**src/hw/rtl/smwm_pkg.sv**
```systemverilog
// ----------------------------------------------------------------------------
// Sloped mute window mask - shared package
// Register indices, field widths and the beat passed to the band stage.
// ----------------------------------------------------------------------------
package smwm_pkg;

  localparam int unsigned TIDX_W     = 12;
  localparam int unsigned OFS_W      = 16;
  localparam int unsigned RATE_W     = 24;
  localparam int unsigned THR_W      = 31;
  localparam int unsigned AMP_W      = 32;
  localparam int unsigned CFG_DATA_W = 31;
  localparam int unsigned CFG_IDX_W  = 3;
  // trace index minus a band bound
  localparam int unsigned DIFF_W     = 18;
  // elapsed samples (13 bit signed) times the rate (24 bit signed)
  localparam int unsigned PROD_W     = 37;

  typedef enum logic [CFG_IDX_W-1:0] {
    CFG_TIME_START    = 3'd0,
    CFG_TIME_END      = 3'd1,
    CFG_OFFSET_LOW    = 3'd2,
    CFG_OFFSET_HIGH   = 3'd3,
    CFG_SHIFT_RATE    = 3'd4,
    CFG_AMP_THRESHOLD = 3'd5,
    CFG_USE_THRESHOLD = 3'd6
  } cfg_idx_e;

  typedef struct packed {
    logic                     geo_ok;
    logic [TIDX_W-1:0]        elapsed;
    logic signed [DIFF_W-1:0] dlo;
    logic signed [DIFF_W-1:0] dhi;
  } slope_req_t;

endpackage

```
**src/hw/rtl/sloped_mute_window_mask_unit.sv**
```systemverilog
// ----------------------------------------------------------------------------
// Sloped mute window mask unit
// Returns one keep/mute bit per seismic sample from a sloped offset band,
// a time window and an optional amplitude threshold.
// ----------------------------------------------------------------------------
// One sample is taken on every clock (busy never rises) and its mask bit
// appears on mask_bit_o with the done_o strobe once the start beat has passed
// the four register stages: input, window and threshold
// tests, band-rate multiply, band compare. Results come back in order, one
// cycle each, and must be taken when shown. The user must write registers
// only while no samples are in flight; the block itself does not enforce this.
module sloped_mute_window_mask_unit #(
  parameter int unsigned MAX_TRACES     = 4096,
  parameter int unsigned MAX_SAMPLES    = 4096,
  parameter int unsigned RATE_FRAC_BITS = 16
) (
  input  logic                                   clk_i,
  input  logic                                   rst_ni,
  input  logic                                   start,
  output logic                                   busy,
  input  logic [smwm_pkg::TIDX_W-1:0]            trace_index_i,
  input  logic [smwm_pkg::TIDX_W-1:0]            time_index_i,
  input  logic signed [smwm_pkg::AMP_W-1:0]      sample_value_i,
  input  logic                                   cfg_we_i,
  input  logic [smwm_pkg::CFG_IDX_W-1:0]         cfg_addr_i,
  input  logic [smwm_pkg::CFG_DATA_W-1:0]        cfg_wdata_i,
  output logic                                   done_o,
  output logic                                   mask_bit_o
);
  import smwm_pkg::*;

  logic [TIDX_W-1:0]        time_start_q, time_end_q;
  logic signed [OFS_W-1:0]  offset_low_q, offset_high_q;
  logic signed [RATE_W-1:0] shift_rate_q;
  logic [THR_W-1:0]         amp_thr_q;
  logic                     use_thr_q;

  logic                     s1_vld_q;
  logic [TIDX_W-1:0]        s1_trace_q, s1_time_q;
  logic signed [AMP_W-1:0]  s1_amp_q;

  logic                     in_grid, in_win, amp_ok;
  logic [AMP_W-1:0]         amp_mag;
  slope_req_t               req_d, req_q;
  logic                     req_vld_q;

  assign busy = 1'b0;

  always_ff @(posedge clk_i or negedge rst_ni) begin
    if (!rst_ni) begin
      time_start_q  <= '0;
      time_end_q    <= '0;
      offset_low_q  <= '0;
      offset_high_q <= '0;
      shift_rate_q  <= '0;
      amp_thr_q     <= '0;
      use_thr_q     <= 1'b0;
    end else if (cfg_we_i) begin
      case (cfg_idx_e'(cfg_addr_i))
        CFG_TIME_START:    time_start_q  <= cfg_wdata_i[TIDX_W-1:0];
        CFG_TIME_END:      time_end_q    <= cfg_wdata_i[TIDX_W-1:0];
        CFG_OFFSET_LOW:    offset_low_q  <= $signed(cfg_wdata_i[OFS_W-1:0]);
        CFG_OFFSET_HIGH:   offset_high_q <= $signed(cfg_wdata_i[OFS_W-1:0]);
        CFG_SHIFT_RATE:    shift_rate_q  <= $signed(cfg_wdata_i[RATE_W-1:0]);
        CFG_AMP_THRESHOLD: amp_thr_q     <= cfg_wdata_i[THR_W-1:0];
        CFG_USE_THRESHOLD: use_thr_q     <= cfg_wdata_i[0];
        default: ;
      endcase
    end
  end

  // input stage
  always_ff @(posedge clk_i or negedge rst_ni) begin
    if (!rst_ni) begin
      s1_vld_q  <= 1'b0;
      req_vld_q <= 1'b0;
    end else begin
      s1_vld_q  <= start && !busy;
      req_vld_q <= s1_vld_q;
    end
  end

  always_ff @(posedge clk_i) begin
    if (start && !busy) begin
      s1_trace_q <= trace_index_i;
      s1_time_q  <= time_index_i;
      s1_amp_q   <= sample_value_i;
    end
  end

  // window, grid and threshold tests
  assign in_grid = (32'(s1_trace_q) < 32'(MAX_TRACES)) &&
                   (32'(s1_time_q) < 32'(MAX_SAMPLES));
  assign in_win  = (s1_time_q > time_start_q) && (s1_time_q < time_end_q);
  assign amp_mag = s1_amp_q[AMP_W-1] ? (~s1_amp_q + AMP_W'(1)) : s1_amp_q;
  assign amp_ok  = !use_thr_q || (amp_mag > {1'b0, amp_thr_q});

  always_comb begin
    req_d.geo_ok  = in_grid && in_win && amp_ok;
    req_d.elapsed = s1_time_q - time_start_q;
    req_d.dlo     = $signed(DIFF_W'(s1_trace_q)) - DIFF_W'(offset_low_q);
    req_d.dhi     = $signed(DIFF_W'(s1_trace_q)) - DIFF_W'(offset_high_q);
  end

  always_ff @(posedge clk_i) begin
    req_q <= req_d;
  end

  smwm_band #(
    .RATE_FRAC_BITS (RATE_FRAC_BITS)
  ) u_band (
    .clk_i        (clk_i),
    .rst_ni       (rst_ni),
    .req_vld_i    (req_vld_q),
    .req_i        (req_q),
    .shift_rate_i (shift_rate_q),
    .res_vld_o    (done_o),
    .res_bit_o    (mask_bit_o)
  );

  a_latency: assert property (@(posedge clk_i) disable iff (!rst_ni)
    (start && !busy) |-> ##4 done_o)
    else $error("sample beat without result four cycles later");

  a_no_spurious: assert property (@(posedge clk_i) disable iff (!rst_ni)
    done_o |-> $past(start && !busy, 4))
    else $error("result without a matching sample beat");

  a_mask_strobed: assert property (@(posedge clk_i) disable iff (!rst_ni)
    mask_bit_o |-> done_o)
    else $error("mask bit set outside a result beat");

  a_window_keep: assert property (@(posedge clk_i) disable iff (!rst_ni)
    (mask_bit_o && $past(req_vld_q, 2)) |-> $past(req_q.geo_ok, 2))
    else $error("kept sample failed window or threshold test");

endmodule

```
**src/hw/rtl/smwm_band.sv**
```systemverilog
// ----------------------------------------------------------------------------
// Sloped mute window mask - band stage
// Multiplies elapsed samples by the band rate, truncates toward zero and
// tests the trace against the shifted band.
// ----------------------------------------------------------------------------
module smwm_band #(
  parameter int unsigned RATE_FRAC_BITS = 16
) (
  input  logic                                       clk_i,
  input  logic                                       rst_ni,
  input  logic                                       req_vld_i,
  input  smwm_pkg::slope_req_t                       req_i,
  input  logic signed [smwm_pkg::RATE_W-1:0]         shift_rate_i,
  output logic                                       res_vld_o,
  output logic                                       res_bit_o
);
  import smwm_pkg::*;

  localparam logic signed [PROD_W-1:0] RndBias =
    PROD_W'((64'(1) << RATE_FRAC_BITS) - 64'(1));

  logic signed [PROD_W-1:0] prod_d, prod_q;
  logic signed [PROD_W-1:0] shift;
  logic signed [DIFF_W-1:0] dlo_q, dhi_q;
  logic                     geo_ok_q;
  logic                     mul_vld_q;
  logic                     band_ok;
  logic                     res_vld_q, res_bit_q;

  assign prod_d = $signed({1'b0, req_i.elapsed}) * shift_rate_i;

  always_ff @(posedge clk_i or negedge rst_ni) begin
    if (!rst_ni) begin
      mul_vld_q <= 1'b0;
    end else begin
      mul_vld_q <= req_vld_i;
    end
  end

  always_ff @(posedge clk_i) begin
    prod_q   <= prod_d;
    dlo_q    <= req_i.dlo;
    dhi_q    <= req_i.dhi;
    geo_ok_q <= req_i.geo_ok;
  end

  // truncate toward zero
  assign shift   = (prod_q + (prod_q[PROD_W-1] ? RndBias : PROD_W'(0))) >>> RATE_FRAC_BITS;
  assign band_ok = (PROD_W'(dlo_q) > shift) && (PROD_W'(dhi_q) < shift);

  always_ff @(posedge clk_i or negedge rst_ni) begin
    if (!rst_ni) begin
      res_vld_q <= 1'b0;
      res_bit_q <= 1'b0;
    end else begin
      res_vld_q <= mul_vld_q;
      res_bit_q <= mul_vld_q && geo_ok_q && band_ok;
    end
  end

  assign res_vld_o = res_vld_q;
  assign res_bit_o = res_bit_q;

endmodule
```
**config.mk**
```make
export PLATFORM = sky130hd
export DESIGN_NAME = sloped_mute_window_mask_unit
export DESIGN_NICKNAME = d
export VERILOG_FILES = /design/src/hw/rtl/smwm_pkg.sv /design/src/hw/rtl/sloped_mute_window_mask_unit.sv /design/src/hw/rtl/smwm_band.sv
export SDC_FILE = /design/constraint.sdc
export NUM_CORES = 1
export LEC_CHECK = 0
export BUFFER_PORTS_ARGS = -buffer_cell sky130_fd_sc_hd__buf_2
export CAP_MARGIN = 5
export CORE_ASPECT_RATIO = 0.8
export CORE_MARGIN = 1.5
export CORE_UTILIZATION = 45
export DETAILED_ROUTE_END_ITERATION = 8
export PLACE_DENSITY = 0.63
export REMOVE_ABC_BUFFERS = 1
export SYNTH_ARGS = -nofsm -noshare
export SYNTH_HDL_FRONTEND = slang
export SYNTH_SLANG_ARGS = --single-unit
```
**constraint.sdc**
```tcl
create_clock -name clk_i -period 7.15 [get_ports clk_i]
set_clock_uncertainty 0.15 [all_clocks]
set_input_delay 0.3575 -clock clk_i [delete_from_list [all_inputs] [get_ports clk_i]]
set_output_delay 0.3575 -clock clk_i [all_outputs]
set_load 0.005 [all_outputs]
```
==> impl_metrics.xml <==
<?xml version="1.0" encoding="UTF-8"?>
<metrics>
  <group name="outcome">
    <metric name="status" unit="">finished clean</metric>
  </group>
  <group name="synth">
    <metric name="synthArstFlopShare" unit="%">40.1</metric>
    <metric name="syn_inst" unit="">2390</metric>
    <metric name="ys.warnings.count" unit="">0</metric>
    <metric name="synthesis.area" unit="sq mm">0.0237</metric>
    <metric name="postSynth.topFlopCell" unit="">sky130_fd_sc_hd__dfxtp_1</metric>
    <metric name="postSynthRegisterBits" unit="">292</metric>
    <metric name="yosysTopAreaCell" unit="">sky130_fd_sc_hd__fa_1</metric>
    <metric name="synthDistinctLibCells" unit="">64</metric>
    <metric name="yosysSeqAreaShare" unit="%">29.5</metric>
    <metric name="number_of_enable_type_register_cells_in_the_synthesized_netlist" unit="">56</metric>
    <metric name="synth.top_cell.area_share" unit="%">22.0</metric>
    <metric name="biggest_area_contributors_in_the_synthesized_netlist" unit="">sky130_fd_sc_hd__fa_1, sky130_fd_sc_hd__dfrtp_1, sky130_fd_sc_hd__ha_1</metric>
    <metric name="postSynthAreaPerCell" unit="sq um">9.93</metric>
  </group>
  <group name="run">
    <metric name="drv_cap" unit="">0</metric>
  </group>
  <group name="detailed_routing">
    <metric name="drc_errors" unit="">0</metric>
    <metric name="finalWirelength" unit="um">55700</metric>
    <metric name="antenna_left" unit="">0</metric>
    <metric name="drt-initial-drc-count" unit="">962</metric>
    <metric name="via_count" unit="">16500</metric>
    <metric name="detailedRoute.firstPassIterationCount" unit="">5</metric>
    <metric name="post_drt_wl_per_cell" unit="um">17.0</metric>
    <metric name="vias_per_cell" unit="">5.04</metric>
  </group>
  <group name="setup_path">
    <metric name="worst-path-max-fanout" unit="">15</metric>
    <metric name="cpMaxStageDelayCell" unit="">sky130_fd_sc_hd__dfxtp_1</metric>
    <metric name="setup.worst_path.start_class" unit="">flop</metric>
    <metric name="crit_cells" unit="">19</metric>
    <metric name="crit-reg2reg-launch" unit="">req_q[43]</metric>
    <metric name="critical_path_required" unit="ns">7.45</metric>
    <metric name="ff2ff_path_depth" unit="">19</metric>
    <metric name="r2r-end" unit="">u_band.prod_q[34]</metric>
    <metric name="cp_top_family" unit="">adder cells</metric>
    <metric name="cp.buffers_inverters" unit="">4</metric>
    <metric name="timing.critical_path.slowest_cell_delay" unit="ns">0.87</metric>
    <metric name="endpoint_kind" unit="">flop</metric>
    <metric name="crit_arrival" unit="ns">7.00</metric>
    <metric name="worst_path_most_repeated_cell" unit="">sky130_fd_sc_hd__fa_1</metric>
    <metric name="timing.critical_path.cells" unit="">buf_4 &gt; nand2_1 &gt; fa_1 &gt; inv_1 &gt; fa_1 &gt; fa_1 &gt; fa_1 &gt; inv_1 &gt; fa_1 &gt; inv_1 &gt; ha_1 &gt; and3_1 &gt; nor4bb_1 &gt; o21a_1 &gt; o221ai_1 &gt; a221oi_1 &gt; a21o_1 &gt; a21oi_1 &gt; xnor2_1</metric>
    <metric name="worstSetupPathType" unit="">flop to flop</metric>
    <metric name="timing.reg2reg.setup_slack" unit="ns">0.46</metric>
  </group>
  <group name="clock_tree">
    <metric name="h-tree-depth" unit="">1</metric>
    <metric name="clkLatencyLatePin" unit="ns">0.60</metric>
    <metric name="cts.repair_timing.setup_buffer_count" unit="">0</metric>
    <metric name="cts_root_buffer" unit="">sky130_fd_sc_hd__clkbuf_16</metric>
    <metric name="cts_tree" unit="">built</metric>
    <metric name="path_clk_slew" unit="ns">0.07</metric>
    <metric name="cts_buffers" unit="">30</metric>
    <metric name="clock_path_buffers" unit="">3</metric>
    <metric name="cts_num_sinks" unit="">292</metric>
    <metric name="post_cts_resize_count" unit="">0</metric>
  </group>
  <group name="place">
    <metric name="hpwl" unit="um">43400</metric>
    <metric name="place.gp.congestion" unit="">0.878</metric>
    <metric name="port_buffers" unit="">95</metric>
  </group>
  <group name="finish">
    <metric name="design.final.nets" unit="">3128</metric>
    <metric name="layout-drive-gt1-share" unit="%">10.3</metric>
    <metric name="inserted_diodes" unit="">0</metric>
    <metric name="ff_latch_area" unit="sq mm">0.00699</metric>
    <metric name="syn_to_final_growth" unit="%">13.6</metric>
    <metric name="layout.filler_cells" unit="">4647</metric>
    <metric name="multiInputGateArea" unit="sq mm">0.0147</metric>
  </group>
  <group name="global_routing">
    <metric name="wire_length_of_the_first_global_routing_pass" unit="um">90800</metric>
    <metric name="grt_antenna_before_repair" unit="">2</metric>
    <metric name="vias_in_the_first_global_route" unit="">17300</metric>
    <metric name="grt_use_total" unit="%">21.1</metric>
    <metric name="maximum_number_of_pins_on_one_net_before_global_route_repair" unit="">79</metric>
    <metric name="total_global_routing_overflow" unit="">0</metric>
  </group>
  <group name="floorplan">
    <metric name="core_region_area" unit="sq mm">0.0523</metric>
    <metric name="number_of_cell_rows" unit="">75</metric>
    <metric name="floorplan.initialDensity" unit="%">45.4</metric>
    <metric name="floorplan.die.height" unit="um">208</metric>
    <metric name="chip_width" unit="um">260</metric>
    <metric name="fp.dieArea" unit="sq mm">0.0541</metric>
    <metric name="boundaryPins" unit="">97</metric>
  </group>
  <group name="timing">
    <metric name="clock.fmax" unit="MHz">149</metric>
    <metric name="min_period" unit="ns">6.69</metric>
    <metric name="max-slew-margin-rel" unit="%">29.4</metric>
    <metric name="setup_total_negative_slack" unit="ns">0</metric>
    <metric name="setup_repair_after_global_routing_missed_its_margin" unit="">no</metric>
    <metric name="drv_slew" unit="">0</metric>
    <metric name="setup_viol_count_final" unit="">0</metric>
    <metric name="tightest_slew" unit="ns">1.05</metric>
    <metric name="timing.final.crit_share" unit="%">93.6</metric>
    <metric name="final_number_of_hold_violating_endpoints" unit="">0</metric>
  </group>
  <group name="worst_hold_path">
    <metric name="hold_start" unit="">cfg_wdata_i[3]</metric>
    <metric name="hold_path_class" unit="">input port to flop</metric>
    <metric name="min_delay_path_depth" unit="">3</metric>
    <metric name="min_delay_worst_endpoint" unit="">time_start_q[3]</metric>
  </group>
</metrics>
[cells by family (layout without fill, tap and decap cells)]
family          after synthesis  after routing  share of synthesized area, %
simple gates                600            600                          12.7
buf+inv                     531            724                          8.45
fa+ha+maj                   475            475                          33.3
compound gates              298            298                          8.09
flops                       292            292                          29.5
xor+xnor                    112            112                          4.13
mux                          81             81                          3.83
other cells                   1              1                        0.0158
[routing by layer]
layer	up-vias	routed length, um	GRT usage (%)
li1	7936	-	-
met1	8204	26600	30.2
met2	320	25900	34.7
met3	65	2230	2.60
met4	0	979	3.73
met5	-	0	0
[through the flow]
stage | utilization (%) | cell area, sq um | std cells | hold WS [ns] | setup WS, ns
after floorplan | - | 23500 | 2321 | -0.0881 | 1.30
after global placement | 47.8 | 25000 | 3133 | 0.164 | 0.655
after detailed placement | 47.8 | 25000 | 3133 | 0.162 | 0.535
after CTS | 51.6 | 26900 | 3276 | 0.00361 | 0.493
after global routing | 51.6 | 26900 | 3276 | 0.0178 | 0.135
final | 51.6 | 26900 | 3276 | 0.0363 | 0.455
[how the worst max path moves through the flow]
stage	start	endpoint	slack, ns
final	req_q[43]	u_band.prod_q[34]	0.46
after global routing	req_q[45]	u_band.prod_q[34]	0.13
after CTS	req_q[43]	u_band.prod_q[36]	0.49
after detailed placement	req_q[43]	u_band.prod_q[36]	0.54
after global placement	req_q[43]	u_band.prod_q[36]	0.65
after floorplan	req_q[42]	u_band.prod_q[36]	1.30
[layout by cell type (no fill, tap or decap), types with 23 or more instances in the layout]
| cell type | instances |
|---|---|
| sky130_fd_sc_hd__inv_1 | 462 |
| sky130_fd_sc_hd__fa_1 | 261 |
| sky130_fd_sc_hd__nand2_1 | 240 |
| sky130_fd_sc_hd__ha_1 | 214 |
| sky130_fd_sc_hd__and2_1 | 146 |
| sky130_fd_sc_hd__dfxtp_1 | 119 |
| sky130_fd_sc_hd__dfrtp_1 | 117 |
| sky130_fd_sc_hd__buf_2 | 94 |
| sky130_fd_sc_hd__o21ai_0 | 91 |
| sky130_fd_sc_hd__xnor2_1 | 89 |
| sky130_fd_sc_hd__dlygate4sd3_1 | 87 |
| sky130_fd_sc_hd__mux2_2 | 78 |
| sky130_fd_sc_hd__nor2_1 | 69 |
| sky130_fd_sc_hd__a21oi_1 | 61 |
| sky130_fd_sc_hd__edfxtp_1 | 56 |
| sky130_fd_sc_hd__a21o_1 | 44 |
| sky130_fd_sc_hd__clkbuf_16 | 35 |
| sky130_fd_sc_hd__buf_4 | 25 |
| sky130_fd_sc_hd__nor3_1 | 23 |
| sky130_fd_sc_hd__xor2_1 | 23 |
| sky130_fd_sc_hd__nor2b_1 | 23 |
[cells in the mapped netlist, types with 4 or more instances]
library cell	count
sky130_fd_sc_hd__nand2b_1	11
sky130_fd_sc_hd__o22ai_1	4
sky130_fd_sc_hd__nand2_1	240
sky130_fd_sc_hd__o31ai_1	12
sky130_fd_sc_hd__nand3_1	18
sky130_fd_sc_hd__a31oi_1	7
sky130_fd_sc_hd__dfrtp_1	117
sky130_fd_sc_hd__a21oi_1	61
sky130_fd_sc_hd__mux2_2	78
sky130_fd_sc_hd__nor3b_1	4
sky130_fd_sc_hd__o21ai_0	91
sky130_fd_sc_hd__xnor2_1	89
sky130_fd_sc_hd__ha_1	214
sky130_fd_sc_hd__o21a_1	15
sky130_fd_sc_hd__dfxtp_1	119
sky130_fd_sc_hd__o211ai_1	6
sky130_fd_sc_hd__o21bai_1	4
sky130_fd_sc_hd__a21o_1	44
sky130_fd_sc_hd__and2_1	146
sky130_fd_sc_hd__clkbuf_1	64
sky130_fd_sc_hd__and3_1	12
sky130_fd_sc_hd__xor2_1	23
sky130_fd_sc_hd__edfxtp_1	56
sky130_fd_sc_hd__a211oi_1	8
sky130_fd_sc_hd__fa_1	261
sky130_fd_sc_hd__a21boi_0	13
sky130_fd_sc_hd__nor2_1	69
sky130_fd_sc_hd__or3_1	8
sky130_fd_sc_hd__or4_4	4
sky130_fd_sc_hd__inv_1	462
sky130_fd_sc_hd__o221ai_1	4
sky130_fd_sc_hd__nor2b_1	23
sky130_fd_sc_hd__o41ai_1	6
sky130_fd_sc_hd__nor3_1	25
sky130_fd_sc_hd__nand4_1	18
[registers in the layout (all words and copies together), names as in the netlist, 16 cells and up]
signal and flops:
req_q 47, u_band.prod_q 37, s1_amp_q 32, amp_thr_q 31, shift_rate_q 24, u_band.dhi_q 17, u_band.dlo_q 17, offset_high_q 16
offset_low_q 16
[area by class of cell]
type	instances	share of cell area (%)
Clock buffer	45	3.61
Multi-Input combinational cell	1567	54.7
Tap cell	693	3.22
Inverter	462	6.44
Sequential cell	292	25.9
Clock inverter	11	0.381
Timing Repair Buffer	206	5.67
[what timing repair did]
| action | in CTS | in global routing |
|---|---|---|
| hold buffers | 87 | 0 |
| endpoints found under the hold margin | 156 | 0 |
| setup endpoints to repair | 0 | 0 |
[tightest hold or removal path, stage by stage]
cell,delay [ns]
sky130_fd_sc_hd__buf_2,0.21
sky130_fd_sc_hd__nand2_1,0.09
sky130_fd_sc_hd__o21ai_0,0.08
Power is not shown: default switching activity piles up to over one toggle a cycle in this logic, so the estimate is an artifact.
